<file path="src/rtl/tpbp_pkg.sv">
// ----------------------------------------------------------------------------
// tpbp_pkg
// shared constants, codes and types of the trace packet bit packer
// ----------------------------------------------------------------------------
package tpbp_pkg;

   localparam int ADDR_WIDTH_DEF     = 32;
   localparam int CAUSE_WIDTH_DEF    = 5;
   localparam int LEN_FIELD_WIDTH    = 4;
   localparam int BRANCH_COUNT_WIDTH = 5;
   localparam int MAP_FULL           = 31;
   localparam int HDR_WIDTH          = LEN_FIELD_WIDTH + 4;
   localparam int BITCNT_W           = 7;
   localparam int MAX_BYTES          = 10;
   localparam int QUEUE_DEPTH        = 2;

   localparam logic [1:0] ST_OK   = 2'd0;
   localparam logic [1:0] ST_LEN  = 2'd1;
   localparam logic [1:0] ST_DIFF = 2'd2;

   localparam logic [1:0] FMT_FULL = 2'd0;
   localparam logic [1:0] FMT_DIFF = 2'd1;
   localparam logic [1:0] FMT_ADDR = 2'd2;
   localparam logic [1:0] FMT_SYNC = 2'd3;

   localparam logic [1:0] SUB_START = 2'd0;
   localparam logic [1:0] SUB_EXC   = 2'd1;

   localparam logic MODE_FLUSH = 1'b1;

   localparam logic CSR_WIDE_ADDR    = 1'b0;
   localparam logic CSR_COMPRESS_MAP = 1'b1;

   typedef struct packed {
      logic                flush;
      logic [1:0]          status;
      logic [BITCNT_W-1:0] bitcnt;
   } entry_ctl_type;

endpackage

</file>
<file path="src/rtl/tpbp_if.sv">
// ----------------------------------------------------------------------------
// tpbp channel interfaces
// valid/ready channels for packet items and packed bytes
// ----------------------------------------------------------------------------
interface tpbp_req_if #(
   parameter int ADDR_WIDTH  = tpbp_pkg::ADDR_WIDTH_DEF,
   parameter int CAUSE_WIDTH = tpbp_pkg::CAUSE_WIDTH_DEF
);
   logic                   valid;
   logic                   ready;
   logic                   mode;
   logic [6:0]             declared_length;
   logic [1:0]             pkt_kind;
   logic [1:0]             format;
   logic [4:0]             branch_count;
   logic [30:0]            taken_map;
   logic [ADDR_WIDTH-1:0]  address;
   logic [1:0]             subformat;
   logic [2:0]             privilege;
   logic                   branch_taken;
   logic [CAUSE_WIDTH-1:0] exc_cause;
   logic                   is_interrupt;

   modport source (output valid, mode, declared_length, pkt_kind, format, branch_count,
                   taken_map, address, subformat, privilege, branch_taken, exc_cause,
                   is_interrupt, input ready);
   modport sink (input valid, mode, declared_length, pkt_kind, format, branch_count,
                 taken_map, address, subformat, privilege, branch_taken, exc_cause,
                 is_interrupt, output ready);
endinterface

interface tpbp_rsp_if;
   logic       valid;
   logic       ready;
   logic [7:0] out_byte;
   logic       last;
   logic [1:0] status;

   modport source (output valid, out_byte, last, status, input ready);
   modport sink (input valid, out_byte, last, status, output ready);
endinterface

</file>
<file path="src/rtl/tpbp_front.sv">
// ----------------------------------------------------------------------------
// tpbp_front
// classifies an item and builds its packet bits and bit count
// ----------------------------------------------------------------------------
module tpbp_front #(
   parameter int ADDR_WIDTH  = tpbp_pkg::ADDR_WIDTH_DEF,
   parameter int CAUSE_WIDTH = tpbp_pkg::CAUSE_WIDTH_DEF,
   parameter int PKT_W       = 44 + ADDR_WIDTH
) (
   tpbp_req_if.sink                 req,
   input  logic                     wide_addr,
   input  logic                     compress_map,
   output logic                     push_valid,
   input  logic                     push_ready,
   output logic [PKT_W-1:0]         push_pkt,
   output tpbp_pkg::entry_ctl_type  push_ctl
);

   localparam int BW = tpbp_pkg::BITCNT_W;
   localparam int MAP_POS = tpbp_pkg::HDR_WIDTH + tpbp_pkg::BRANCH_COUNT_WIDTH;

   function automatic logic [5:0] addr_run(input logic [ADDR_WIDTH-1:0] v);
      logic [5:0] run;
      logic       done;
      run  = '0;
      done = 1'b0;
      for (int i = ADDR_WIDTH - 1; i >= 0; i--) begin
         if (!done && v[i] == v[ADDR_WIDTH-1]) begin
            run = run + 6'd1;
         end else begin
            done = 1'b1;
         end
      end
      return run;
   endfunction

   function automatic logic [4:0] map_run(input logic [30:0] v);
      logic [4:0] run;
      logic       done;
      run  = '0;
      done = 1'b0;
      for (int i = 30; i >= 0; i--) begin
         if (!done && v[i] == v[30]) begin
            run = run + 5'd1;
         end else begin
            done = 1'b1;
         end
      end
      return run;
   endfunction

   logic [3:0]     bytelen;
   logic           len_bad;
   logic [4:0]     ml;
   logic [30:0]    map_m;
   logic [BW-1:0]  addr_short;
   logic [BW-1:0]  addr_cnt;
   logic [BW-1:0]  map_cnt;
   logic [7:0]     hdr;
   logic [PKT_W-1:0] pkt;
   logic [BW-1:0]  bitcnt;

   assign len_bad = (req.declared_length < 7'd2) || (req.declared_length > 7'd122);
   assign bytelen = 4'((8'(req.declared_length) + 8'd5) >> 3);
   assign hdr     = {req.format, req.pkt_kind, bytelen};

   always_comb begin
      case (req.branch_count) inside
         5'd0:          ml = 5'd31;
         5'd1:          ml = 5'd1;
         [5'd2:5'd9]:   ml = 5'd9;
         [5'd10:5'd17]: ml = 5'd17;
         [5'd18:5'd25]: ml = 5'd25;
         default:       ml = 5'd31;
      endcase
   end

   assign map_m      = req.taken_map & 31'((32'd1 << ml) - 32'd1);
   assign addr_short = BW'(ADDR_WIDTH + 1) - BW'(addr_run(req.address));
   assign map_cnt    = BW'(32) - BW'(map_run(req.taken_map));

   always_comb begin
      pkt      = '0;
      pkt[7:0] = hdr;
      bitcnt   = BW'(tpbp_pkg::HDR_WIDTH);
      addr_cnt = addr_short;
      case (req.format)
         tpbp_pkg::FMT_FULL, tpbp_pkg::FMT_DIFF: begin
            pkt[12:8] = req.branch_count;
            pkt       = pkt | (PKT_W'(map_m) << MAP_POS);
            if (req.format == tpbp_pkg::FMT_FULL && wide_addr) begin
               addr_cnt = BW'(ADDR_WIDTH);
            end
            if (req.branch_count != 5'd0) begin
               pkt    = pkt | (PKT_W'(req.address) << (MAP_POS + int'(ml)));
               bitcnt = BW'(MAP_POS) + BW'(ml) + addr_cnt;
            end else if (compress_map) begin
               bitcnt = BW'(MAP_POS) + map_cnt;
            end else begin
               bitcnt = BW'(MAP_POS) + BW'(ml);
            end
         end
         tpbp_pkg::FMT_ADDR: begin
            pkt    = pkt | (PKT_W'(req.address) << tpbp_pkg::HDR_WIDTH);
            bitcnt = BW'(tpbp_pkg::HDR_WIDTH) + (wide_addr ? BW'(ADDR_WIDTH) : addr_short);
         end
         default: begin
            pkt[9:8]   = req.subformat;
            pkt[12:10] = req.privilege;
            bitcnt     = BW'(13);
            if (req.subformat == tpbp_pkg::SUB_START) begin
               pkt[13] = req.branch_taken;
               pkt     = pkt | (PKT_W'(req.address) << 14);
               bitcnt  = BW'(14 + ADDR_WIDTH);
            end else if (req.subformat == tpbp_pkg::SUB_EXC) begin
               pkt[13] = req.branch_taken;
               pkt     = pkt | (PKT_W'(req.address) << 14);
               pkt     = pkt | (PKT_W'(req.exc_cause) << (14 + ADDR_WIDTH));
               pkt     = pkt | (PKT_W'(req.is_interrupt) << (14 + ADDR_WIDTH + CAUSE_WIDTH));
               bitcnt  = BW'(15 + ADDR_WIDTH + CAUSE_WIDTH);
            end
         end
      endcase
   end

   always_comb begin
      push_ctl.flush  = (req.mode == tpbp_pkg::MODE_FLUSH);
      push_ctl.bitcnt = bitcnt;
      if (req.mode == tpbp_pkg::MODE_FLUSH) begin
         push_ctl.status = tpbp_pkg::ST_OK;
      end else if (len_bad) begin
         push_ctl.status = tpbp_pkg::ST_LEN;
      end else if (req.format == tpbp_pkg::FMT_DIFF && wide_addr) begin
         push_ctl.status = tpbp_pkg::ST_DIFF;
      end else begin
         push_ctl.status = tpbp_pkg::ST_OK;
      end
   end

   assign push_pkt   = pkt;
   assign push_valid = req.valid;
   assign req.ready  = push_ready;

endmodule

</file>
<file path="src/rtl/tpbp_fifo.sv">
// ----------------------------------------------------------------------------
// tpbp_fifo
// short queue between the packet builder and the byte emitter
// ----------------------------------------------------------------------------
module tpbp_fifo #(
   parameter int WIDTH = 8,
   parameter int DEPTH = tpbp_pkg::QUEUE_DEPTH
) (
   input  logic             clock,
   input  logic             reset,
   input  logic             push_valid,
   output logic             push_ready,
   input  logic [WIDTH-1:0] push_data,
   output logic             pop_valid,
   input  logic             pop_ready,
   output logic [WIDTH-1:0] pop_data
);

   localparam int PW = $clog2(DEPTH);
   localparam int CW = $clog2(DEPTH + 1);

   logic [WIDTH-1:0] mem [DEPTH];
   logic [PW-1:0]    wr_ptr_ff, wr_ptr_in;
   logic [PW-1:0]    rd_ptr_ff, rd_ptr_in;
   logic [CW-1:0]    count_ff, count_in;
   logic             push, pop;

   assign push_ready = (count_ff != CW'(DEPTH));
   assign pop_valid  = (count_ff != '0);
   assign push       = push_valid && push_ready;
   assign pop        = pop_valid && pop_ready;
   assign pop_data   = mem[rd_ptr_ff];

   always_comb begin
      wr_ptr_in = wr_ptr_ff;
      rd_ptr_in = rd_ptr_ff;
      if (push) begin
         wr_ptr_in = (wr_ptr_ff == PW'(DEPTH - 1)) ? '0 : wr_ptr_ff + PW'(1);
      end
      if (pop) begin
         rd_ptr_in = (rd_ptr_ff == PW'(DEPTH - 1)) ? '0 : rd_ptr_ff + PW'(1);
      end
      count_in = count_ff + CW'(push) - CW'(pop);
   end

   always_ff @(posedge clock) begin
      if (push) begin
         mem[wr_ptr_ff] <= push_data;
      end
   end

   always_ff @(posedge clock) begin
      if (reset) begin
         wr_ptr_ff <= '0;
         rd_ptr_ff <= '0;
         count_ff  <= '0;
      end else begin
         wr_ptr_ff <= wr_ptr_in;
         rd_ptr_ff <= rd_ptr_in;
         count_ff  <= count_in;
      end
   end

   assert property (@(posedge clock) disable iff (reset) count_ff <= CW'(DEPTH))
      else $error("queue count over depth");
   assert property (@(posedge clock) disable iff (reset)
      push && !pop |=> count_ff == $past(count_ff) + CW'(1))
      else $error("queue count missed a push");
   assert property (@(posedge clock) disable iff (reset)
      pop && !push |=> count_ff == $past(count_ff) - CW'(1))
      else $error("queue count missed a pop");

endmodule

</file>
<file path="src/rtl/tpbp_back.sv">
// ----------------------------------------------------------------------------
// tpbp_back
// merges packets into the byte stream and emits completed bytes
// ----------------------------------------------------------------------------
module tpbp_back #(
   parameter int PKT_W = 76
) (
   input  logic                    clock,
   input  logic                    reset,
   input  logic                    pop_valid,
   output logic                    pop_ready,
   input  logic [PKT_W-1:0]        pop_pkt,
   input  tpbp_pkg::entry_ctl_type pop_ctl,
   tpbp_rsp_if.source              rsp
);

   localparam int BW       = tpbp_pkg::BITCNT_W;
   localparam int STREAM_W = ((PKT_W + 7) / 8 + 1) * 8;

   logic [STREAM_W-1:0] stream_ff, stream_in;
   logic [3:0]          cnt_ff, cnt_in;
   logic [1:0]          status_ff, status_in;
   logic [7:0]          carry_ff, carry_in;
   logic [2:0]          off_ff, off_in;
   logic                valid_ff, valid_in;
   logic [7:0]          byte_ff, byte_in;
   logic                last_ff, last_in;
   logic [1:0]          rsp_status_ff, rsp_status_in;

   logic [STREAM_W-1:0] merged;
   logic [BW-1:0]       total;
   logic [3:0]          good;
   logic [2:0]          rest;
   logic [7:0]          tail;
   logic                emit, pop;

   assign merged = (STREAM_W'(pop_pkt) << off_ff) | STREAM_W'(carry_ff);
   assign total  = BW'(off_ff) + pop_ctl.bitcnt;
   assign good   = (total[BW-1:3] > 4'(tpbp_pkg::MAX_BYTES)) ? 4'(tpbp_pkg::MAX_BYTES)
                                                              : 4'(total[BW-1:3]);
   assign rest   = total[2:0];
   assign tail   = 8'(merged >> {good, 3'b000}) & 8'((9'd1 << rest) - 9'd1);

   assign emit      = (cnt_ff != '0) && (!valid_ff || rsp.ready);
   assign pop_ready = (cnt_ff == '0) || (cnt_ff == 4'd1 && emit);
   assign pop       = pop_valid && pop_ready;

   always_comb begin
      stream_in     = stream_ff;
      cnt_in        = cnt_ff;
      status_in     = status_ff;
      carry_in      = carry_ff;
      off_in        = off_ff;
      valid_in      = valid_ff && !rsp.ready;
      byte_in       = byte_ff;
      last_in       = last_ff;
      rsp_status_in = rsp_status_ff;
      if (emit) begin
         valid_in      = 1'b1;
         byte_in       = stream_ff[7:0];
         last_in       = (cnt_ff == 4'd1);
         rsp_status_in = status_ff;
         stream_in     = stream_ff >> 8;
         cnt_in        = cnt_ff - 4'd1;
      end
      if (pop) begin
         if (pop_ctl.flush) begin
            stream_in = STREAM_W'(carry_ff);
            cnt_in    = 4'd1;
            status_in = tpbp_pkg::ST_OK;
            carry_in  = '0;
            off_in    = '0;
         end else if (pop_ctl.status != tpbp_pkg::ST_OK) begin
            stream_in = '0;
            cnt_in    = 4'd1;
            status_in = pop_ctl.status;
         end else begin
            stream_in = merged;
            cnt_in    = good;
            status_in = tpbp_pkg::ST_OK;
            carry_in  = tail;
            off_in    = rest;
         end
      end
   end

   always_ff @(posedge clock) begin
      stream_ff     <= stream_in;
      status_ff     <= status_in;
      byte_ff       <= byte_in;
      last_ff       <= last_in;
      rsp_status_ff <= rsp_status_in;
   end

   always_ff @(posedge clock) begin
      if (reset) begin
         cnt_ff   <= '0;
         carry_ff <= '0;
         off_ff   <= '0;
         valid_ff <= 1'b0;
      end else begin
         cnt_ff   <= cnt_in;
         carry_ff <= carry_in;
         off_ff   <= off_in;
         valid_ff <= valid_in;
      end
   end

   assign rsp.valid    = valid_ff;
   assign rsp.out_byte = byte_ff;
   assign rsp.last     = last_ff;
   assign rsp.status   = rsp_status_ff;

   assert property (@(posedge clock) disable iff (reset)
      cnt_ff <= 4'(tpbp_pkg::MAX_BYTES))
      else $error("byte count over limit");
   assert property (@(posedge clock) disable iff (reset)
      pop && pop_ctl.flush |=> off_ff == '0 && carry_ff == '0)
      else $error("flush left pending bits");
   assert property (@(posedge clock) disable iff (reset)
      (carry_ff & ~8'((9'd1 << off_ff) - 9'd1)) == '0)
      else $error("carry holds bits above offset");

endmodule

</file>
<file path="src/rtl/trace_packet_bit_packer.sv">
// ----------------------------------------------------------------------------
// trace_packet_bit_packer
// packs trace packets least significant bit first into a byte stream
// ----------------------------------------------------------------------------
// req carries one packet or flush item, rsp carries the completed bytes of
// each item, with last marking the final byte of that item. csr_we writes the
// wide address flag (index 0) or map compression (index 1) from csr_wdata.
// An item is built in the cycle it is accepted and queued in a two-entry
// queue; the emitter then sends one byte per cycle while rsp is ready, and
// a packet completes up to 10 bytes. The first byte passes the queue, the
// stream register and the rsp byte register before it is valid on rsp.
// Items whose bits stay pending give no byte; a flush always gives one byte
// with the pending bits. Error items give one zero byte with a status code
// and leave the pending bits alone. Reset clears the pending bits, the queue
// and both registers. When rsp stalls, the emitter holds its byte and the
// queue fills, after which req.ready drops.
// ----------------------------------------------------------------------------
module trace_packet_bit_packer #(
   parameter int ADDR_WIDTH  = tpbp_pkg::ADDR_WIDTH_DEF,
   parameter int CAUSE_WIDTH = tpbp_pkg::CAUSE_WIDTH_DEF
) (
   input  logic        clock,
   input  logic        reset,
   tpbp_req_if.sink    req_bus,
   tpbp_rsp_if.source  rsp_bus,
   input  logic        csr_we,
   input  logic        csr_index,
   input  logic        csr_wdata
);

   localparam int PKT_W = 44 + ADDR_WIDTH;
   localparam int ENT_W = PKT_W + $bits(tpbp_pkg::entry_ctl_type);

   logic wide_addr_ff, wide_addr_in;
   logic compress_ff, compress_in;

   logic                    push_valid, push_ready, pop_valid, pop_ready;
   logic [PKT_W-1:0]        push_pkt, pop_pkt;
   tpbp_pkg::entry_ctl_type push_ctl, pop_ctl;
   logic [ENT_W-1:0]        pop_data;

   always_comb begin
      wide_addr_in = wide_addr_ff;
      compress_in  = compress_ff;
      if (csr_we) begin
         case (csr_index)
            tpbp_pkg::CSR_WIDE_ADDR:    wide_addr_in = csr_wdata;
            tpbp_pkg::CSR_COMPRESS_MAP: compress_in  = csr_wdata;
            default: ;
         endcase
      end
   end

   always_ff @(posedge clock) begin
      if (reset) begin
         wide_addr_ff <= 1'b0;
         compress_ff  <= 1'b0;
      end else begin
         wide_addr_ff <= wide_addr_in;
         compress_ff  <= compress_in;
      end
   end

   tpbp_front #(
      .ADDR_WIDTH  (ADDR_WIDTH),
      .CAUSE_WIDTH (CAUSE_WIDTH),
      .PKT_W       (PKT_W)
   ) u_front (
      .req          (req_bus),
      .wide_addr    (wide_addr_ff),
      .compress_map (compress_ff),
      .push_valid   (push_valid),
      .push_ready   (push_ready),
      .push_pkt     (push_pkt),
      .push_ctl     (push_ctl)
   );

   tpbp_fifo #(
      .WIDTH (ENT_W),
      .DEPTH (tpbp_pkg::QUEUE_DEPTH)
   ) u_fifo (
      .clock      (clock),
      .reset      (reset),
      .push_valid (push_valid),
      .push_ready (push_ready),
      .push_data  ({push_ctl, push_pkt}),
      .pop_valid  (pop_valid),
      .pop_ready  (pop_ready),
      .pop_data   (pop_data)
   );

   assign pop_pkt = pop_data[PKT_W-1:0];
   assign pop_ctl = pop_data[ENT_W-1:PKT_W];

   tpbp_back #(
      .PKT_W (PKT_W)
   ) u_back (
      .clock     (clock),
      .reset     (reset),
      .pop_valid (pop_valid),
      .pop_ready (pop_ready),
      .pop_pkt   (pop_pkt),
      .pop_ctl   (pop_ctl),
      .rsp       (rsp_bus)
   );

endmodule
</file>
<file path="src/flat_wrapper.sv">
// flat-port wrapper written by rule: the top's interface ports become plain ports
module trace_packet_bit_packer_flat 
#(
   parameter int ADDR_WIDTH  = tpbp_pkg::ADDR_WIDTH_DEF,
   parameter int CAUSE_WIDTH = tpbp_pkg::CAUSE_WIDTH_DEF
)
  (clock, reset, csr_we, csr_index, csr_wdata, req_bus_valid, req_bus_mode, req_bus_declared_length, req_bus_pkt_kind, req_bus_format, req_bus_branch_count, req_bus_taken_map, req_bus_address, req_bus_subformat, req_bus_privilege, req_bus_branch_taken, req_bus_exc_cause, req_bus_is_interrupt, req_bus_ready, rsp_bus_valid, rsp_bus_out_byte, rsp_bus_last, rsp_bus_status, rsp_bus_ready);
  tpbp_req_if #(.ADDR_WIDTH(ADDR_WIDTH), .CAUSE_WIDTH(CAUSE_WIDTH)) req_bus_i ();
  tpbp_rsp_if rsp_bus_i ();
  input  logic clock;
  input  logic reset;
  input  logic csr_we;
  input  logic csr_index;
  input  logic csr_wdata;
  input wire logic [$bits(req_bus_i.valid)-1:0] req_bus_valid;
  input wire logic [$bits(req_bus_i.mode)-1:0] req_bus_mode;
  input wire logic [$bits(req_bus_i.declared_length)-1:0] req_bus_declared_length;
  input wire logic [$bits(req_bus_i.pkt_kind)-1:0] req_bus_pkt_kind;
  input wire logic [$bits(req_bus_i.format)-1:0] req_bus_format;
  input wire logic [$bits(req_bus_i.branch_count)-1:0] req_bus_branch_count;
  input wire logic [$bits(req_bus_i.taken_map)-1:0] req_bus_taken_map;
  input wire logic [$bits(req_bus_i.address)-1:0] req_bus_address;
  input wire logic [$bits(req_bus_i.subformat)-1:0] req_bus_subformat;
  input wire logic [$bits(req_bus_i.privilege)-1:0] req_bus_privilege;
  input wire logic [$bits(req_bus_i.branch_taken)-1:0] req_bus_branch_taken;
  input wire logic [$bits(req_bus_i.exc_cause)-1:0] req_bus_exc_cause;
  input wire logic [$bits(req_bus_i.is_interrupt)-1:0] req_bus_is_interrupt;
  output wire logic [$bits(req_bus_i.ready)-1:0] req_bus_ready;
  output wire logic [$bits(rsp_bus_i.valid)-1:0] rsp_bus_valid;
  output wire logic [$bits(rsp_bus_i.out_byte)-1:0] rsp_bus_out_byte;
  output wire logic [$bits(rsp_bus_i.last)-1:0] rsp_bus_last;
  output wire logic [$bits(rsp_bus_i.status)-1:0] rsp_bus_status;
  input wire logic [$bits(rsp_bus_i.ready)-1:0] rsp_bus_ready;
  assign req_bus_i.valid = req_bus_valid;
  assign req_bus_i.mode = req_bus_mode;
  assign req_bus_i.declared_length = req_bus_declared_length;
  assign req_bus_i.pkt_kind = req_bus_pkt_kind;
  assign req_bus_i.format = req_bus_format;
  assign req_bus_i.branch_count = req_bus_branch_count;
  assign req_bus_i.taken_map = req_bus_taken_map;
  assign req_bus_i.address = req_bus_address;
  assign req_bus_i.subformat = req_bus_subformat;
  assign req_bus_i.privilege = req_bus_privilege;
  assign req_bus_i.branch_taken = req_bus_branch_taken;
  assign req_bus_i.exc_cause = req_bus_exc_cause;
  assign req_bus_i.is_interrupt = req_bus_is_interrupt;
  assign req_bus_ready = req_bus_i.ready;
  assign rsp_bus_valid = rsp_bus_i.valid;
  assign rsp_bus_out_byte = rsp_bus_i.out_byte;
  assign rsp_bus_last = rsp_bus_i.last;
  assign rsp_bus_status = rsp_bus_i.status;
  assign rsp_bus_i.ready = rsp_bus_ready;
  trace_packet_bit_packer #(.ADDR_WIDTH(ADDR_WIDTH), .CAUSE_WIDTH(CAUSE_WIDTH)) u_core (.clock(clock), .reset(reset), .req_bus(req_bus_i), .rsp_bus(rsp_bus_i), .csr_we(csr_we), .csr_index(csr_index), .csr_wdata(csr_wdata));
endmodule
</file>
<file path="config.mk">
export PLATFORM = sky130hd
export DESIGN_NAME = trace_packet_bit_packer_flat
export DESIGN_NICKNAME = d
export VERILOG_FILES = /design/src/rtl/tpbp_pkg.sv /design/src/rtl/tpbp_if.sv /design/src/rtl/tpbp_front.sv /design/src/rtl/tpbp_fifo.sv /design/src/rtl/tpbp_back.sv /design/src/rtl/trace_packet_bit_packer.sv /design/src/flat_wrapper.sv
export SDC_FILE = /design/constraint.sdc
export NUM_CORES = 1
export LEC_CHECK = 0
export ABC_CLOCK_PERIOD_IN_PS = 29700
export BUFFER_PORTS_ARGS = -buffer_cell sky130_fd_sc_hd__buf_2
export CORE_AREA = 2 2 222 224
export CTS_BUF_LIST = sky130_fd_sc_hd__clkbuf_8
export DETAILED_ROUTE_END_ITERATION = 16
export DIE_AREA = 0 0 224 226
export GPL_TIMING_DRIVEN = 0
export PLACE_DENSITY = 0.72
export SYNTH_ARGS = -nofsm -noshare
export SYNTH_HDL_FRONTEND = slang
export SYNTH_HIERARCHICAL = 1
export SYNTH_SLANG_ARGS = --single-unit
</file>
<file path="constraint.sdc">
create_clock -name clock -period 29.7 [get_ports clock]
set_input_delay 5.94 -clock clock [delete_from_list [all_inputs] [get_ports clock]]
set_output_delay 5.94 -clock clock [all_outputs]
set_load 0.01 [all_outputs]
</file>
==> out/metrics.cfg <==
[critical_path]
worst_path_largest_cell_delay_ns=0.68
cp-end-kind=flip-flop
cp_max_fo=10
crit_type=in -> reg
crit_path_start_kind=primary input
rrSetupSlack_ns=25.02
r2r_start=u_core/u_back/off_ff[1]$_SDFFE_PP0P_
cp.required_ns=30.01
crit_top_cell=ha_1
rr_worst_depth=12
worst_ep_arrival_time_ns=25.24
reg2reg_to=u_core/u_back/carry_ff[2]$_SDFFE_PP0P_
crit_path_top_delay_cell=buf_1

[power_and_ir_drop]
p_leak_nw=10.6
ir_drop_mv=0.0815
finalPower_w=0.00195
power_density_mw_per_mm2=68.6

[placed_design]
numPortBuffers=85
dpl.hpwl_um=72400
postPlaceCellArea_mm2=0.0276
place_ws_ns=4.49
gp_congestion=1.05
dp_cells=3575

[synth]
async_reset_ff_frac=0
syn-num-nets=3039
synth_area_mm2=0.0263
yosysSeqAreaShare=0.323
synth.area.top_cells=edfxtp_1 (31%), mux2i_1 (7.9%), mux2_2 (5.3%), nand2_1 (4.3%), o21ai_0 (3.7%)
synth_top_area_cell=edfxtp_1
synthCells=2864
ys_ff_latch=291
synthFlopType=edfxtp_1
syn_area_per_cell_um2=9.19
synth_top_cell_area_share=0.306
synth_common_cells=nand2_1 (301), edfxtp_1 (268), nor2_1 (244)
yosysMostFrequentCell=nand2_1
ys_types=113
synth_edf_count=268
yosysWarnings=6

[timing]
skew_ns=0.0305
worstMarginPinSlew_ns=1.06
fin_ws_ns=4.76
rsz0062_at_grt=false
slew_headroom=0.284
finalHoldViolCount=0
drv_slew=0
min_period_ns=24.94
setup_violations=0
fin_setup_tns_ns=0
clock.fmax_mhz=40.1
fin_crit_sh=0.840

[final_layout]
postLayoutCellArea_mm2=0.0285
fillCellCount=4222
layout-drive-gt1-share=0.152
final_cell_count_no_fill=3652
area_growth_pct=8.14
seq_area_mm2=0.00851
final_nets=3173
multiInputGateArea_mm2=0.0166

[worst_hold_path]
hold_path_end=u_core/u_back/rsp.out_byte[2]$_DFFE_PP_
hold_start=u_core/u_back/stream_ff[2]$_DFFE_PP_
min-delay-path-class=reg -> reg
hold_depth=0

[floorplanning]
start_util=0.545
die-area_mm2=0.0506
fp.coreArea_mm2=0.0483
rows=81
die_w_um=224
die_y_um=226
io_pins=112

[clock_tree]
h-tree-depth=2
post_cts_resized=0
cts_max_path_buffers=3
cts_hold_buf=0
cts_made_buffers=43
clock_latency_ns=0.60
numClockSinks=291
cts_root_buf=clkbuf_8
cts_tree=built
clk_pin_slew_ns=0.06
cts_setup_buffers=0

[detailed_routing]
post_drt_wl_per_cell_um=25.1
drtIter0Drc=2586
ant_nets=0
vias=23961
drc=0
drt-pass1-iter-count=7
vias_per_cell=6.56
drt-total-wl_um=91700

[flow_run]
cap_violations=0

[global_routing]
antenna_found_initial=6
grt_usage=0.355
grt_pass1_wl_um=137000
grt_max_degree=74
grt_pass1_vias=23066
grt.overflow.total=0

[run_status]
outcome=completed

## per-layer routing
metal	vias to the layer above	GRT usage	share of wire	wire, um
li1	10932	-	-	-
met1	11542	0.416	0.38	35200
met2	1154	0.617	0.48	43900
met3	327	0.0479	0.068	6230
met4	6	0.220	0.069	6370
met5	-	0	0.00050	46
## flip-flops by register name, indices dropped and copies added, names as in the netlist, named ones only
| register | count |
|---|---|
| u_core/u_fifo/mem | 172 |
| u_core/u_back/stream_ff | 83 |
| u_core/u_back/carry_ff | 8 |
| u_core/u_back/rsp.out_byte | 8 |
| u_core/u_back/cnt_ff | 4 |
| u_core/u_back/off_ff | 3 |
| u_core/u_back/rsp.status | 2 |
| u_core/u_back/status_ff | 2 |
| u_core/u_fifo/count_ff | 2 |
| u_core/compress_ff | 1 |
| u_core/u_back/rsp.last | 1 |
| u_core/u_back/rsp.valid | 1 |
| u_core/u_fifo/rd_ptr_ff | 1 |
| u_core/u_fifo/wr_ptr_ff | 1 |
| u_core/wide_addr_ff | 1 |
## cells in the final DEF, fill, tap and decap left out, types with 75 or more instances in the layout
master / netlist / final
a21oi_1: 180 / 180
buf_2: 33 / 119
clkbuf_1: 102 / 102
edfxtp_1: 268 / 268
ha_1: 75 / 75
inv_1: 86 / 94
mux2_2: 125 / 125
mux2i_1: 207 / 207
nand2_1: 301 / 300
nor2_1: 244 / 244
nor3_1: 79 / 79
o21ai_0: 193 / 193
xnor2_1: 99 / 99
## cells by family after synthesis
group                    count (synthesis)  synth area share
AO/OA/AOI/OAI                          698             0.172
XOR/XNOR                               175            0.0702
adder cells (fa/ha/maj)                 86            0.0402
buffers and inverters                  279            0.0478
flip-flops                             291             0.323
multiplexers                           399             0.177
AND/OR/NAND/NOR                        936             0.169
## worst max-delay path, delay by kind of cell
family | cells | cell delay (ns)
fa+ha+maj | 27 | 8.24
compound gates | 29 | 4.27
buf+inv | 14 | 3.90
simple gates | 19 | 1.56
mux | 5 | 1.01
xor+xnor | 2 | 0.32
## worst max-delay path by stage
stage | start | slack (ns) | cells past startpoint | endpoint
3_5_place_dp | req_bus_taken_map[30] | 4.49 | 96 | u_core/u_fifo/mem[0][81]$_DFFE_PP_
3_3_place_gp | req_bus_taken_map[30] | 4.88 | 96 | u_core/u_fifo/mem[0][81]$_DFFE_PP_
6_report | req_bus_taken_map[30] | 4.76 | 96 | u_core/u_fifo/mem[0][81]$_DFFE_PP_
2_1_floorplan | req_bus_taken_map[30] | 7.32 | 94 | u_core/u_fifo/mem[0][81]$_DFFE_PP_
5_1_grt | req_bus_taken_map[30] | 3.24 | 96 | u_core/u_fifo/mem[0][81]$_DFFE_PP_
4_1_cts | req_bus_taken_map[30] | 4.99 | 96 | u_core/u_fifo/mem[0][81]$_DFFE_PP_
## power breakdown
part           internal, W  total, W  leakage, nW  switching, W
logic             0.000352  0.000978         7.35      0.000626
registers         0.000622  0.000658         2.80     0.0000356
clock network     0.000166  0.000318        0.460      0.000152
total              0.00114   0.00195         10.6      0.000814
## area by class of cell
cell class,instances,share of cell area
clock buffers,48,0.0232
multi-input cells,2294,0.582
plain buffers,191,0.0326
clock inverters,26,0.00589
well taps,622,0.0273
inverters,88,0.0117
repair buffers,89,0.0180
flip-flops and latches,291,0.299
diodes,3,0.000264
## stage by stage
step / hold slack [ns] / utilization
6_report: 0.423 / 0.589
5_1_grt: 0.427 / 0.589
4_1_cts: 0.424 / 0.589
3_5_place_dp: 0.408 / 0.572
3_3_place_gp: 0.401 / 0.570
2_1_floorplan: 0.400 / -
No activity file was read; power rests on OpenSTA's default activity.
